`src/rtl/core/mtp_pkg.sv`:
```
// ----------------------------------------------------------------------------
// mtp_pkg
// Shared types and codes for the MIDI track event parser.
// ----------------------------------------------------------------------------
package mtp_pkg;

  // Result kinds
  localparam logic [1:0] KIND_CHAN     = 2'd0;
  localparam logic [1:0] KIND_TEMPO    = 2'd1;
  localparam logic [1:0] KIND_TSIG     = 2'd2;
  localparam logic [1:0] KIND_BAD_META = 2'd3;

  // Status and meta codes
  localparam logic [7:0] STATUS_META  = 8'hff;
  localparam logic [7:0] STATUS_SYSEX = 8'hf0;
  localparam logic [7:0] STATUS_ESC   = 8'hf7;
  localparam logic [7:0] META_TEMPO   = 8'h51;
  localparam logic [7:0] META_TSIG    = 8'h58;

  // Channel message classes (upper nibble of status)
  localparam logic [3:0] HI_AFTERTOUCH = 4'ha;
  localparam logic [3:0] HI_PROGRAM    = 4'hc;
  localparam logic [3:0] HI_PRESSURE   = 4'hd;

  // Expected meta body lengths
  localparam logic [27:0] LEN_TEMPO = 28'd3;
  localparam logic [27:0] LEN_TSIG  = 28'd4;

  // Registered input item
  typedef struct packed {
    logic       valid;
    logic [7:0] track_byte;
    logic       track_start;
  } stage_t;

  // One result item
  typedef struct packed {
    logic [1:0]  kind;
    logic [31:0] tick;
    logic [7:0]  status;
    logic [6:0]  first_data;
    logic [6:0]  second_data;
    logic [1:0]  data_count;
    logic [23:0] tempo_value;
    logic [7:0]  numerator;
    logic [7:0]  denominator_power;
    logic [7:0]  clocks_per_click;
    logic [7:0]  thirty_seconds_per_quarter;
  } res_t;

  // Result handed from the parser to the output register
  typedef struct packed {
    logic valid;
    res_t res;
  } res_load_t;

endpackage

```
`src/rtl/core/mtp_in_if.sv`:
```
// ----------------------------------------------------------------------------
// mtp_in_if
// Input channel: one track byte per item with a track start flag.
// ----------------------------------------------------------------------------
interface mtp_in_if;
  logic       valid;
  logic       ready;
  logic [7:0] track_byte;
  logic       track_start;

  modport source (output valid, output track_byte, output track_start, input ready);
  modport sink   (input valid, input track_byte, input track_start, output ready);
endinterface

```
`src/rtl/core/mtp_out_if.sv`:
```
// ----------------------------------------------------------------------------
// mtp_out_if
// Result channel: one parsed event per item.
// ----------------------------------------------------------------------------
interface mtp_out_if;
  logic        valid;
  logic        ready;
  logic [1:0]  kind;
  logic [31:0] tick;
  logic [7:0]  status;
  logic [6:0]  first_data;
  logic [6:0]  second_data;
  logic [1:0]  data_count;
  logic [23:0] tempo_value;
  logic [7:0]  numerator;
  logic [7:0]  denominator_power;
  logic [7:0]  clocks_per_click;
  logic [7:0]  thirty_seconds_per_quarter;

  modport source (
    output valid, output kind, output tick, output status, output first_data,
    output second_data, output data_count, output tempo_value, output numerator,
    output denominator_power, output clocks_per_click,
    output thirty_seconds_per_quarter, input ready
  );
  modport sink (
    input valid, input kind, input tick, input status, input first_data,
    input second_data, input data_count, input tempo_value, input numerator,
    input denominator_power, input clocks_per_click,
    input thirty_seconds_per_quarter, output ready
  );
endinterface

```
`src/rtl/core/mtp_in_stage.sv`:
```
// ----------------------------------------------------------------------------
// mtp_in_stage
// Input register: captures one byte item and holds it until the parser
// consumes it.
// ----------------------------------------------------------------------------
module mtp_in_stage
  import mtp_pkg::*;
(
  input  logic       clk,
  input  logic       rst_n,
  input  logic       in_valid,
  output logic       in_ready,
  input  logic [7:0] in_track_byte,
  input  logic       in_track_start,
  input  logic       adv,
  output stage_t     stage
);

  logic       valid_r;
  logic       valid_nxt;
  logic [7:0] byte_r;
  logic       start_r;

  // Accept when empty or when the held item moves on this cycle
  assign in_ready  = !valid_r || adv;
  assign valid_nxt = in_ready ? in_valid : valid_r;

  always_ff @(posedge clk) begin
    if (!rst_n) begin
      valid_r <= 1'b0;
    end else begin
      valid_r <= valid_nxt;
    end
  end

  // Load payload on accept
  always_ff @(posedge clk) begin
    if (in_ready && in_valid) begin
      byte_r  <= in_track_byte;
      start_r <= in_track_start;
    end
  end

  assign stage.valid       = valid_r;
  assign stage.track_byte  = byte_r;
  assign stage.track_start = start_r;

endmodule

```
`src/rtl/core/mtp_parse_core.sv`:
```
// ----------------------------------------------------------------------------
// mtp_parse_core
// Track parser state: delta time accumulation, running status, meta and
// sysex length handling. Updates once per consumed byte.
// ----------------------------------------------------------------------------
module mtp_parse_core
  import mtp_pkg::*;
(
  input  logic      clk,
  input  logic      rst_n,
  input  stage_t    stage,
  input  logic      out_free,
  output logic      adv,
  output res_load_t load
);

  typedef enum logic [3:0] {
    PH_DELTA     = 4'd0,
    PH_STATUS    = 4'd1,
    PH_DATA1     = 4'd2,
    PH_DATA2     = 4'd3,
    PH_META_TYPE = 4'd4,
    PH_META_LEN  = 4'd5,
    PH_META_BODY = 4'd6,
    PH_SYSEX_LEN = 4'd7,
    PH_SKIP      = 4'd8
  } phase_t;

  phase_t      phase_r,   phase_nxt,  phase_b;
  logic [31:0] tick_r,    tick_nxt,   tick_b;
  logic [27:0] acc_r,     acc_nxt,    acc_b;
  logic [7:0]  run_st_r,  run_st_nxt, run_st_b;
  logic [7:0]  cur_st_r,  cur_st_nxt, cur_st_b;
  logic [6:0]  held_r,    held_nxt,   held_b;
  logic [7:0]  meta_r,    meta_nxt,   meta_b;
  logic [27:0] remain_r,  remain_nxt, remain_b;
  logic [31:0] payload_r, payload_nxt, payload_b;

  logic [7:0]  b;
  logic [27:0] vlq;
  logic        vlq_done;
  logic [27:0] remain_dec;
  logic [31:0] payload_sh;
  logic [7:0]  emit_st;
  logic [3:0]  emit_hi;
  logic        emit_one;
  logic        emit_go;
  logic [6:0]  emit_first;
  logic [6:0]  emit_second;
  logic        is_chan_emit;
  logic        is_meta_tt;
  logic [27:0] want_len;
  res_t        res;
  logic        res_valid;

  // Consume the held byte whenever the result register can take a result
  assign adv = stage.valid && out_free;

  // Start of track clears the parse state before the byte is parsed
  always_comb begin
    if (stage.track_start) begin
      phase_b   = PH_DELTA;
      tick_b    = '0;
      acc_b     = '0;
      run_st_b  = '0;
      cur_st_b  = '0;
      held_b    = '0;
      meta_b    = '0;
      remain_b  = '0;
      payload_b = '0;
    end else begin
      phase_b   = phase_r;
      tick_b    = tick_r;
      acc_b     = acc_r;
      run_st_b  = run_st_r;
      cur_st_b  = cur_st_r;
      held_b    = held_r;
      meta_b    = meta_r;
      remain_b  = remain_r;
      payload_b = payload_r;
    end
  end

  assign b          = stage.track_byte;
  assign vlq        = {acc_b[20:0], b[6:0]};
  assign vlq_done   = !b[7];
  assign remain_dec = remain_b - 28'd1;
  assign payload_sh = {payload_b[23:0], b};
  assign is_meta_tt = (meta_b == META_TEMPO) || (meta_b == META_TSIG);
  assign want_len   = (meta_b == META_TEMPO) ? LEN_TEMPO : LEN_TSIG;

  // Next state and result for the byte at hand
  always_comb begin
    phase_nxt    = phase_b;
    tick_nxt     = tick_b;
    acc_nxt      = acc_b;
    run_st_nxt   = run_st_b;
    cur_st_nxt   = cur_st_b;
    held_nxt     = held_b;
    meta_nxt     = meta_b;
    remain_nxt   = remain_b;
    payload_nxt  = payload_b;
    is_chan_emit = 1'b0;
    emit_st      = cur_st_b;
    emit_first   = held_b;
    emit_second  = b[6:0];
    res          = '0;
    res_valid    = 1'b0;

    case (phase_b)
      PH_STATUS: begin
        if (b[7]) begin
          if (b[7:4] == 4'hf) begin
            run_st_nxt = '0;
            if (b == STATUS_META) begin
              phase_nxt = PH_META_TYPE;
            end else if (b == STATUS_SYSEX || b == STATUS_ESC) begin
              acc_nxt   = '0;
              phase_nxt = PH_SYSEX_LEN;
            end else begin
              phase_nxt = PH_DELTA;
            end
          end else begin
            run_st_nxt = b;
            cur_st_nxt = b;
            phase_nxt  = PH_DATA1;
          end
        end else if (run_st_b[7]) begin
          // Running status: this byte is the first data byte
          cur_st_nxt = run_st_b;
          held_nxt   = b[6:0];
          emit_st    = run_st_b;
          emit_first = b[6:0];
          if (run_st_b[7:4] == HI_PROGRAM || run_st_b[7:4] == HI_PRESSURE) begin
            is_chan_emit = 1'b1;
          end else begin
            phase_nxt = PH_DATA2;
          end
        end else begin
          // No status held: reparse as delta time
          acc_nxt   = vlq;
          phase_nxt = PH_DELTA;
          if (vlq_done) begin
            tick_nxt  = tick_b + 32'(vlq);
            acc_nxt   = '0;
            phase_nxt = PH_STATUS;
          end
        end
      end
      PH_DATA1: begin
        held_nxt   = b[6:0];
        emit_first = b[6:0];
        if (cur_st_b[7:4] == HI_PROGRAM || cur_st_b[7:4] == HI_PRESSURE) begin
          is_chan_emit = 1'b1;
        end else begin
          phase_nxt = PH_DATA2;
        end
      end
      PH_DATA2: begin
        is_chan_emit = 1'b1;
      end
      PH_META_TYPE: begin
        meta_nxt  = b;
        acc_nxt   = '0;
        phase_nxt = PH_META_LEN;
      end
      PH_META_LEN: begin
        acc_nxt = vlq;
        if (vlq_done) begin
          remain_nxt  = vlq;
          acc_nxt     = '0;
          payload_nxt = '0;
          phase_nxt   = (vlq == '0) ? PH_DELTA : PH_SKIP;
          if (is_meta_tt) begin
            if (vlq != want_len) begin
              res_valid  = 1'b1;
              res.kind   = KIND_BAD_META;
              res.tick   = tick_b;
              res.status = STATUS_META;
            end else begin
              phase_nxt = PH_META_BODY;
            end
          end
        end
      end
      PH_META_BODY: begin
        payload_nxt = payload_sh;
        remain_nxt  = remain_dec;
        if (remain_dec == '0) begin
          phase_nxt  = PH_DELTA;
          res_valid  = 1'b1;
          res.tick   = tick_b;
          res.status = STATUS_META;
          if (meta_b == META_TEMPO) begin
            res.kind        = KIND_TEMPO;
            res.tempo_value = payload_sh[23:0];
          end else begin
            res.kind                       = KIND_TSIG;
            res.numerator                  = payload_sh[31:24];
            res.denominator_power          = payload_sh[23:16];
            res.clocks_per_click           = payload_sh[15:8];
            res.thirty_seconds_per_quarter = payload_sh[7:0];
          end
        end
      end
      PH_SYSEX_LEN: begin
        acc_nxt = vlq;
        if (vlq_done) begin
          remain_nxt = vlq;
          acc_nxt    = '0;
          phase_nxt  = (vlq == '0) ? PH_DELTA : PH_SKIP;
        end
      end
      PH_SKIP: begin
        remain_nxt = remain_dec;
        if (remain_dec == '0) begin
          phase_nxt = PH_DELTA;
        end
      end
      default: begin
        // Delta time, also for codes with no meaning
        acc_nxt   = vlq;
        phase_nxt = PH_DELTA;
        if (vlq_done) begin
          tick_nxt  = tick_b + 32'(vlq);
          acc_nxt   = '0;
          phase_nxt = PH_STATUS;
        end
      end
    endcase

    // Finish a channel event; drop aftertouch and channel pressure
    emit_hi  = emit_st[7:4];
    emit_one = (emit_hi == HI_PROGRAM) || (emit_hi == HI_PRESSURE);
    emit_go  = (emit_hi != HI_AFTERTOUCH) && (emit_hi != HI_PRESSURE);
    if (is_chan_emit) begin
      phase_nxt = PH_DELTA;
      if (emit_go) begin
        res_valid       = 1'b1;
        res.kind        = KIND_CHAN;
        res.tick        = tick_b;
        res.status      = emit_st;
        res.first_data  = emit_first;
        res.second_data = emit_one ? 7'd0 : emit_second;
        res.data_count  = emit_one ? 2'd1 : 2'd2;
      end
    end
  end

  // Hold state; advance on each consumed byte
  always_ff @(posedge clk) begin
    if (!rst_n) begin
      phase_r   <= PH_DELTA;
      tick_r    <= '0;
      acc_r     <= '0;
      run_st_r  <= '0;
      cur_st_r  <= '0;
      held_r    <= '0;
      meta_r    <= '0;
      remain_r  <= '0;
      payload_r <= '0;
    end else if (adv) begin
      phase_r   <= phase_nxt;
      tick_r    <= tick_nxt;
      acc_r     <= acc_nxt;
      run_st_r  <= run_st_nxt;
      cur_st_r  <= cur_st_nxt;
      held_r    <= held_nxt;
      meta_r    <= meta_nxt;
      remain_r  <= remain_nxt;
      payload_r <= payload_nxt;
    end
  end

  assign load.valid = adv && res_valid;
  assign load.res   = res;

`ifndef ASSERT_OFF
  a_hold_when_idle: assert property (@(posedge clk) disable iff (!rst_n)
    !adv |=> $stable(tick_r) && $stable(phase_r))
    else $error("parser state moved without a consumed byte");

  a_chan_ends_event: assert property (@(posedge clk) disable iff (!rst_n)
    load.valid && load.res.kind == KIND_CHAN |=> phase_r == PH_DELTA)
    else $error("channel event did not return to delta time");

  a_meta_ends_event: assert property (@(posedge clk) disable iff (!rst_n)
    load.valid && (load.res.kind == KIND_TEMPO || load.res.kind == KIND_TSIG)
    |=> phase_r == PH_DELTA && remain_r == '0)
    else $error("meta event did not close its body");

  a_start_clears_running: assert property (@(posedge clk) disable iff (!rst_n)
    adv && stage.track_start |=> run_st_r == '0)
    else $error("track start left running status set");
`endif

endmodule

```
`src/rtl/core/mtp_out_reg.sv`:
```
// ----------------------------------------------------------------------------
// mtp_out_reg
// Result register: holds one event item until the consumer takes it.
// ----------------------------------------------------------------------------
module mtp_out_reg
  import mtp_pkg::*;
(
  input  logic      clk,
  input  logic      rst_n,
  input  res_load_t load,
  output logic      out_free,
  output logic      out_valid,
  input  logic      out_ready,
  output res_t      out_res
);

  logic valid_r;
  logic valid_nxt;
  res_t res_r;

  // Free when empty or drained this cycle
  assign out_free  = !valid_r || out_ready;
  assign valid_nxt = load.valid ? 1'b1 : (out_ready ? 1'b0 : valid_r);

  always_ff @(posedge clk) begin
    if (!rst_n) begin
      valid_r <= 1'b0;
    end else begin
      valid_r <= valid_nxt;
    end
  end

  // Load a new result
  always_ff @(posedge clk) begin
    if (load.valid) begin
      res_r <= load.res;
    end
  end

  assign out_valid = valid_r;
  assign out_res   = res_r;

endmodule

```
`src/rtl/core/midi_track_event_parser_top.sv`:
```
// ----------------------------------------------------------------------------
// midi_track_event_parser_top
// MIDI track chunk parser: one byte in per item, channel, tempo and time
// signature events out.
// ----------------------------------------------------------------------------
//  channel  | dir | payload                                  | handshake
//  ---------+-----+------------------------------------------+-------------
//  in_ch    | in  | track_byte, track_start                  | valid/ready
//  out_ch   | out | kind, tick, status, data and meta fields | valid/ready
//
//  One byte item per cycle while the result register is free; an accepted
//  byte is held in the input register, and its result is loaded into the
//  result register when the byte is consumed from there.
//  The parse state updates once per consumed byte; the tick add is the
//  longest path.
//  Reset is synchronous, active low, and clears the parse state and both
//  valid flags; track_start clears it again at each track.
//  A stalled result holds the parser; the input register still takes one
//  item meanwhile.
// ----------------------------------------------------------------------------
module midi_track_event_parser_top
  import mtp_pkg::*;
(
  input  logic      clk,
  input  logic      rst_n,
  mtp_in_if.sink    in_ch,
  mtp_out_if.source out_ch
);

  stage_t    stage;
  res_load_t load;
  res_t      out_res;
  logic      adv;
  logic      out_free;
  logic      out_valid;

  mtp_in_stage u_in_stage (
    .clk            (clk),
    .rst_n          (rst_n),
    .in_valid       (in_ch.valid),
    .in_ready       (in_ch.ready),
    .in_track_byte  (in_ch.track_byte),
    .in_track_start (in_ch.track_start),
    .adv            (adv),
    .stage          (stage)
  );

  mtp_parse_core u_parse_core (
    .clk      (clk),
    .rst_n    (rst_n),
    .stage    (stage),
    .out_free (out_free),
    .adv      (adv),
    .load     (load)
  );

  mtp_out_reg u_out_reg (
    .clk       (clk),
    .rst_n     (rst_n),
    .load      (load),
    .out_free  (out_free),
    .out_valid (out_valid),
    .out_ready (out_ch.ready),
    .out_res   (out_res)
  );

  // Drive the result channel
  assign out_ch.valid                      = out_valid;
  assign out_ch.kind                       = out_res.kind;
  assign out_ch.tick                       = out_res.tick;
  assign out_ch.status                     = out_res.status;
  assign out_ch.first_data                 = out_res.first_data;
  assign out_ch.second_data                = out_res.second_data;
  assign out_ch.data_count                 = out_res.data_count;
  assign out_ch.tempo_value                = out_res.tempo_value;
  assign out_ch.numerator                  = out_res.numerator;
  assign out_ch.denominator_power          = out_res.denominator_power;
  assign out_ch.clocks_per_click           = out_res.clocks_per_click;
  assign out_ch.thirty_seconds_per_quarter = out_res.thirty_seconds_per_quarter;

endmodule
```
`src/flat_wrapper.sv`:
```
// flat-port wrapper written by rule: the top's interface ports become plain ports
module midi_track_event_parser_top_flat import mtp_pkg::*;
  (clk, rst_n, in_ch_valid, in_ch_track_byte, in_ch_track_start, in_ch_ready, out_ch_valid, out_ch_kind, out_ch_tick, out_ch_status, out_ch_first_data, out_ch_second_data, out_ch_data_count, out_ch_tempo_value, out_ch_numerator, out_ch_denominator_power, out_ch_clocks_per_click, out_ch_thirty_seconds_per_quarter, out_ch_ready);
  mtp_in_if in_ch_i ();
  mtp_out_if out_ch_i ();
  input  logic clk;
  input  logic rst_n;
  input wire logic [$bits(in_ch_i.valid)-1:0] in_ch_valid;
  input wire logic [$bits(in_ch_i.track_byte)-1:0] in_ch_track_byte;
  input wire logic [$bits(in_ch_i.track_start)-1:0] in_ch_track_start;
  output wire logic [$bits(in_ch_i.ready)-1:0] in_ch_ready;
  output wire logic [$bits(out_ch_i.valid)-1:0] out_ch_valid;
  output wire logic [$bits(out_ch_i.kind)-1:0] out_ch_kind;
  output wire logic [$bits(out_ch_i.tick)-1:0] out_ch_tick;
  output wire logic [$bits(out_ch_i.status)-1:0] out_ch_status;
  output wire logic [$bits(out_ch_i.first_data)-1:0] out_ch_first_data;
  output wire logic [$bits(out_ch_i.second_data)-1:0] out_ch_second_data;
  output wire logic [$bits(out_ch_i.data_count)-1:0] out_ch_data_count;
  output wire logic [$bits(out_ch_i.tempo_value)-1:0] out_ch_tempo_value;
  output wire logic [$bits(out_ch_i.numerator)-1:0] out_ch_numerator;
  output wire logic [$bits(out_ch_i.denominator_power)-1:0] out_ch_denominator_power;
  output wire logic [$bits(out_ch_i.clocks_per_click)-1:0] out_ch_clocks_per_click;
  output wire logic [$bits(out_ch_i.thirty_seconds_per_quarter)-1:0] out_ch_thirty_seconds_per_quarter;
  input wire logic [$bits(out_ch_i.ready)-1:0] out_ch_ready;
  assign in_ch_i.valid = in_ch_valid;
  assign in_ch_i.track_byte = in_ch_track_byte;
  assign in_ch_i.track_start = in_ch_track_start;
  assign in_ch_ready = in_ch_i.ready;
  assign out_ch_valid = out_ch_i.valid;
  assign out_ch_kind = out_ch_i.kind;
  assign out_ch_tick = out_ch_i.tick;
  assign out_ch_status = out_ch_i.status;
  assign out_ch_first_data = out_ch_i.first_data;
  assign out_ch_second_data = out_ch_i.second_data;
  assign out_ch_data_count = out_ch_i.data_count;
  assign out_ch_tempo_value = out_ch_i.tempo_value;
  assign out_ch_numerator = out_ch_i.numerator;
  assign out_ch_denominator_power = out_ch_i.denominator_power;
  assign out_ch_clocks_per_click = out_ch_i.clocks_per_click;
  assign out_ch_thirty_seconds_per_quarter = out_ch_i.thirty_seconds_per_quarter;
  assign out_ch_i.ready = out_ch_ready;
  midi_track_event_parser_top u_core (.clk(clk), .rst_n(rst_n), .in_ch(in_ch_i), .out_ch(out_ch_i));
endmodule
```
`config.mk`:
```
export PLATFORM = sky130hd
export DESIGN_NAME = midi_track_event_parser_top_flat
export DESIGN_NICKNAME = d
export VERILOG_FILES = /design/src/rtl/core/mtp_pkg.sv /design/src/rtl/core/mtp_in_if.sv /design/src/rtl/core/mtp_out_if.sv /design/src/rtl/core/mtp_in_stage.sv /design/src/rtl/core/mtp_parse_core.sv /design/src/rtl/core/mtp_out_reg.sv /design/src/rtl/core/midi_track_event_parser_top.sv /design/src/flat_wrapper.sv
export SDC_FILE = /design/constraint.sdc
export NUM_CORES = 1
export LEC_CHECK = 0
export BUFFER_PORTS_ARGS = -buffer_cell sky130_fd_sc_hd__buf_2
export CORE_ASPECT_RATIO = 1.1
export CORE_MARGIN = 2
export CORE_UTILIZATION = 44
export CTS_BUF_LIST = sky130_fd_sc_hd__clkbuf_4
export CTS_CLUSTER_SIZE = 8
export DETAILED_ROUTE_END_ITERATION = 12
export PLACE_DENSITY_LB_ADDON = 0.12
export RECOVER_POWER = 50
export SLEW_MARGIN = 20
export SYNTH_ARGS = -nofsm -noshare
export SYNTH_HDL_FRONTEND = slang
export SYNTH_HIERARCHICAL = 1
export SYNTH_SLANG_ARGS = --single-unit
```
`constraint.sdc`:
```
create_clock -name clk -period 12.32 [get_ports clk]
set_clock_uncertainty 0.2 [all_clocks]
set_input_delay 1.232 -clock clk [delete_from_list [all_inputs] [get_ports clk]]
set_output_delay 1.232 -clock clk [all_outputs]
set_load 0.02 [all_outputs]
```
Word-level counts from Yosys, hierarchy flattened
Cells that the tools add are included.
Widths: inputs -> output; s select.

operators by class
  equality and inequality tests = 23
  add/subtract/negate cells = 2
  reductions and logical operators = 24
  $mul = 0
  $lt $le $gt $ge = 0
  bitwise logic cells = 4
  muxes and demuxes = 78
  div/mod/pow operators = 0
  shifts and indexed selects = 0

operators with widths
  cell                   count
  $mux 28                9
  $mux 32                6
  $mux 42                4
  $pmux 32 s2            2
  $mux 58                2
  $mux 8                 13
  $pmux 28 s3            1
  $pmux 42 s2            1
  $logic_not 28->1       2
  $pmux 28 s2            1
  $mux 4                 13
  $add 32x28->32         1
  $eq 4x4->1 const B     8
  $mux 7                 4
  $ne 28x3->1            1
  $pmux 4 s7             1
  $sub 28x1->28 const B  1
  $eq 8x8->1 const B     3
  $eq 4x3->1 const B     4
  $eq 8x7->1 const B     2
  $pmux 7 s2             1
  $mux 1                 13
  $mux 3                 3
  $eq 4x2->1 const B     2
  other kinds (16)       33

word-level totals
  bits in read-only memories = 0
  memories = 0
  memory bits (writable) = 0
  input port bits = 13
  bits in latches = 0
  flip-flop bits (word level) = 280
  word-level logic and storage cells = 155
  output and inout bits = 116

Longest topological paths before layout
  depth after elaboration = 12
  gate-level depth with buffers = 17
  mapped depth without buffers = 12

Modules after synthesis
The synthesis kept the hierarchy.

by module, submodules not included
  module          times used  area each (um^2)  cells each
  mtp_parse_core  1           9833.2            1366
  mtp_out_reg     1           3472.1            118
  mtp_in_stage    1           342.8             16

Worst setup path before layout
Ideal clock, no wire load.

  path type = register to register
  from = reg u_core.u_in_stage.start_r
  to = reg u_core.u_out_reg.valid_r (netlist: u_core/u_out_reg/out_valid)
  clock period less this slack = 8.543 ns
  required time = 12.043 ns
  path buffers = 6
  stages on the path, launching flop included = 18
  slack = 3.777 ns
  arrival time = 8.266 ns
  cells stage by stage = edfxtp_1 -> buf_4 -> clkbuf_1 -> clkbuf_1 -> nor4b_1 -> nand3_1 -> or3b_2 -> clkbuf_1 -> ha_1 -> nor4bb_1 -> nand3_1 -> nand3_1 -> and3b_1 -> buf_6 -> buf_6 -> nor2_1 -> inv_1 -> a21boi_2

RTL lines
  element                 RTL line            text
  start, declared         mtp_in_stage.sv:22  logic start_r;
  start signal, assigned  mtp_in_stage.sv:40  start_r <= in_track_start;
  end signal, assigned    mtp_out_reg.sv:29   valid_r <= valid_nxt;
  end, declared           mtp_out_reg.sv:17   logic valid_r;

==> flow_summary.json <==
{
  "status": "complete, but fails checks",
  "violations": "max-capacitance violations, max-slew violations",
  "crit_fanout": 88,
  "cts.repair.resized": 0,
  "grt_start_max_net_pins": 100,
  "htreeDepth": 3,
  "cts_buffer_depth": 3,
  "core_area_um2": 30510,
  "cp_common_cell": "clkbuf_1",
  "num_vias": 11960,
  "portBuffers": 128,
  "die_h_um": 188.7,
  "synth-seq-area-share": 0.4789,
  "maxCapViolCount": 5,
  "crit_family": "buffers and inverters",
  "synth-seq-cells": 265,
  "rows": 67,
  "ant_nets": 0,
  "layout_common_cells": "241 x nor2_1, 142 x dfxtp_1, 124 x clkbuf_1",
  "dpl.hpwl_mm": 25.42,
  "crit_buf_inv": 3,
  "die_width_um": 171.9,
  "ys.flop_type": "dfxtp_1",
  "multiInputGateArea_um2": 6574,
  "hold_buffers": 0,
  "nets": 1670,
  "grt_pass1_vias": 11200,
  "grt_util_all_layers": 0.2335,
  "crit_type": "flip-flop to flip-flop",
  "fin_area_um2": 15300,
  "dieArea_um2": 32440,
  "synth.avg_cell_area_um2": 9.099,
  "hp-class": "flip-flop to flip-flop",
  "clkSinkCount": 265,
  "yosysWarnings": 6,
  "start_util": 0.4473,
  "fin_crit_ns": 8.281,
  "post_route_cells_drive_above_1_share": 0.1091,
  "clkLatencyLatePin_ns": 0.72,
  "p_leak_nw": 5.626,
  "synth_edf_count": 123,
  "synth_top_cell_by_area": "edfxtp_1",
  "cts_buffers": 71,
  "drtPass1Iterations": 8,
  "drc_errors": 0,
  "netlist_area_um2": 13650,
  "ff_latch_area_um2": 6536,
  "synth.top_cell.area_share": 0.2706,
  "setup-tns-final_ns": 0,
  "syn2layout_area_growth_pct": 12.13,
  "first_iter_violations": 864,
  "place_congestion": 0.8895,
  "slew_headroom": -2.092,
  "endpoint_kind": "flip-flop",
  "fillCellCount": 3053,
  "tightest_slew_ns": 4.637,
  "async_reset_ff_frac": 0,
  "cts_root_buffer": "clkbuf_4",
  "fin_crit_sh": 0.6722,
  "clkTransAtPathRegs_ns": 0.07,
  "io_pins": 129,
  "via_per_inst": 5.718,
  "startpoint_type": "flip-flop",
  "slew_violations": 259,
  "worstPathArrival_ns": 8.36,
  "slowest_delay_ns": 2.18,
  "netlist_top_cells_area": "edfxtp_1 27%, dfxtp_1 21%, nor2_1 6.7%, a22oi_1 4.6%, a21oi_1 4.3%",
  "cp_slowest_cell": "clkbuf_1",
  "routed_wl_mm": 38.59,
  "synth_cell_types": 86,
  "synthCells": 1500,
  "grt_pass1_wl_mm": 59.95,
  "rsz0062_at_grt": "no",
  "crit_required_ns": 12.40,
  "postCtsSetupRepairBufs": 0,
  "wl_per_cell_um": 18.44,
  "cts_tree": "done",
  "final_common_cell": "nor2_1",
  "synth_nets": 1548,
  "antenna_found_initial": 1,
  "crit_chain": "clkbuf_1 -> clkbuf_1 -> nor4_1 -> nand4_1 -> a21oi_1 -> o211a_1 -> o21ai_0 -> nand2_1 -> and3b_2 -> nor2_4 -> buf_4",
  "overflow": 0,
  "max-vdd-ir-drop_mv": 0.05359,
  "postPlaceCellArea_um2": 14580,
  "fmax_mhz": 120.8,
  "power.density_nw_per_um2": 121.1,
  "setup-violations-final": 0,
  "hold_viol_final": 0,
  "whs_ns": 0.2739
}
worst register-to-register path, stage by stage (launching register included):
cell	delay [ns]
edfxtp_1	0.32
clkbuf_1	1.57
clkbuf_1	2.19
nor4_1	0.21
nand4_1	0.28
a21oi_1	0.17
o211a_1	0.27
o21ai_0	0.15
nand2_1	0.39
and3b_2	0.42
nor2_4	0.73
buf_4	0.93
cells by family after synthesis:
group,count (synthesis),share of synthesized area
XOR/XNOR,31,0.01989
AO/OA/AOI/OAI,421,0.2011
adder cells (fa/ha/maj),35,0.03264
multiplexers,8,0.005867
buffers and inverters,127,0.03841
AND/OR/NAND/NOR,613,0.2231
flip-flops,265,0.4789
registers in the layout, summed over array words and instances (netlist names):
name,flops
u_core/u_in_stage/byte_r,8
u_core/u_in_stage/start_r,1
u_core/u_in_stage/valid_r,1
u_core/u_out_reg/out_res,114
u_core/u_out_reg/out_valid,1
u_core/u_parse_core/acc_r,21
u_core/u_parse_core/cur_st_r,8
u_core/u_parse_core/held_r,7
u_core/u_parse_core/meta_r,8
u_core/u_parse_core/payload_r,24
u_core/u_parse_core/phase_r,4
u_core/u_parse_core/remain_r,28
u_core/u_parse_core/run_st_r,8
u_core/u_parse_core/tick_r,32
worst paths after layout:
path | start | to | slack [ns] | cells past startpoint
setup / recovery | u_core/u_in_stage/start_r$_DFFE_PP_ | u_core/u_out_reg/out_res[56]$_DFFE_PP_ | 4.04 | 11
hold / removal | u_core/u_parse_core/remain_r[20]$_SDFFE_PN0P_ | u_core/u_parse_core/remain_r[20]$_SDFFE_PN0P_ | 0.27 | 2
setup reg to reg | u_core/u_in_stage/start_r$_DFFE_PP_ | u_core/u_out_reg/out_res[56]$_DFFE_PP_ | 4.04 | 11
hold reg to reg | u_core/u_parse_core/remain_r[20]$_SDFFE_PN0P_ | u_core/u_parse_core/remain_r[20]$_SDFFE_PN0P_ | 0.27 | 2
layout make-up:
| type | instances | area share |
|---|---|---|
| clock inverter | 15 | 0.005560 |
| inverter | 24 | 0.005968 |
| clock buffer | 113 | 0.05543 |
| multi-input combinational | 1108 | 0.4296 |
| timing repair buffer | 152 | 0.04235 |
| tap | 414 | 0.03385 |
| antenna | 1 | 0.0001635 |
| sequential | 265 | 0.4271 |
report_power, final:
group / internal (mW) / total [mW] / switching (mW) / leakage [nW]
Clock: 0.436 / 0.797 / 0.361 / 0.566
Sequential: 0.923 / 0.937 / 0.0144 / 2.52
Combinational: 0.0343 / 0.119 / 0.0846 / 2.54
Total: 1.39 / 1.85 / 0.460 / 5.63
cell usage after synthesis, types with 15 or more instances:
cell type and instances:
nor2b_1 74, a32oi_1 17, inv_1 22, a31oi_1 16, nor3_1 23, nor2_1 242, nand3_1 28, and2_1 19
clkbuf_1 89, and3_1 18, a21oi_1 116, xnor2_1 15, dfxtp_1 142, nand2_1 114, o21ai_0 76, edfxtp_1 123
ha_1 34, xor2_1 16, a22oi_1 84
metrics by stage:
step | instances | util | setup WS (ns) | total power [mW]
6_report | 2092 | 0.5015 | 4.039 | 1.853
5_1_grt | 2092 | 0.5015 | 3.254 | 1.932
4_1_cts | 2091 | 0.5082 | 6.722 | 1.879
3_5_place_dp | 1963 | 0.4777 | 6.741 | 1.075
3_3_place_gp | 1963 | 0.4777 | 6.830 | 1.074
2_1_floorplan | 1500 | - | 3.777 | 1.036
routing by layer:
metal,vias up,GRT usage,part of all wire
li1,5757,-,-
met5,-,0,0
met4,0,0.1041,0.030
met1,5685,0.3064,0.44
met2,445,0.3753,0.46
met3,75,0.04201,0.065
No activity file was read; power rests on OpenSTA's default activity.
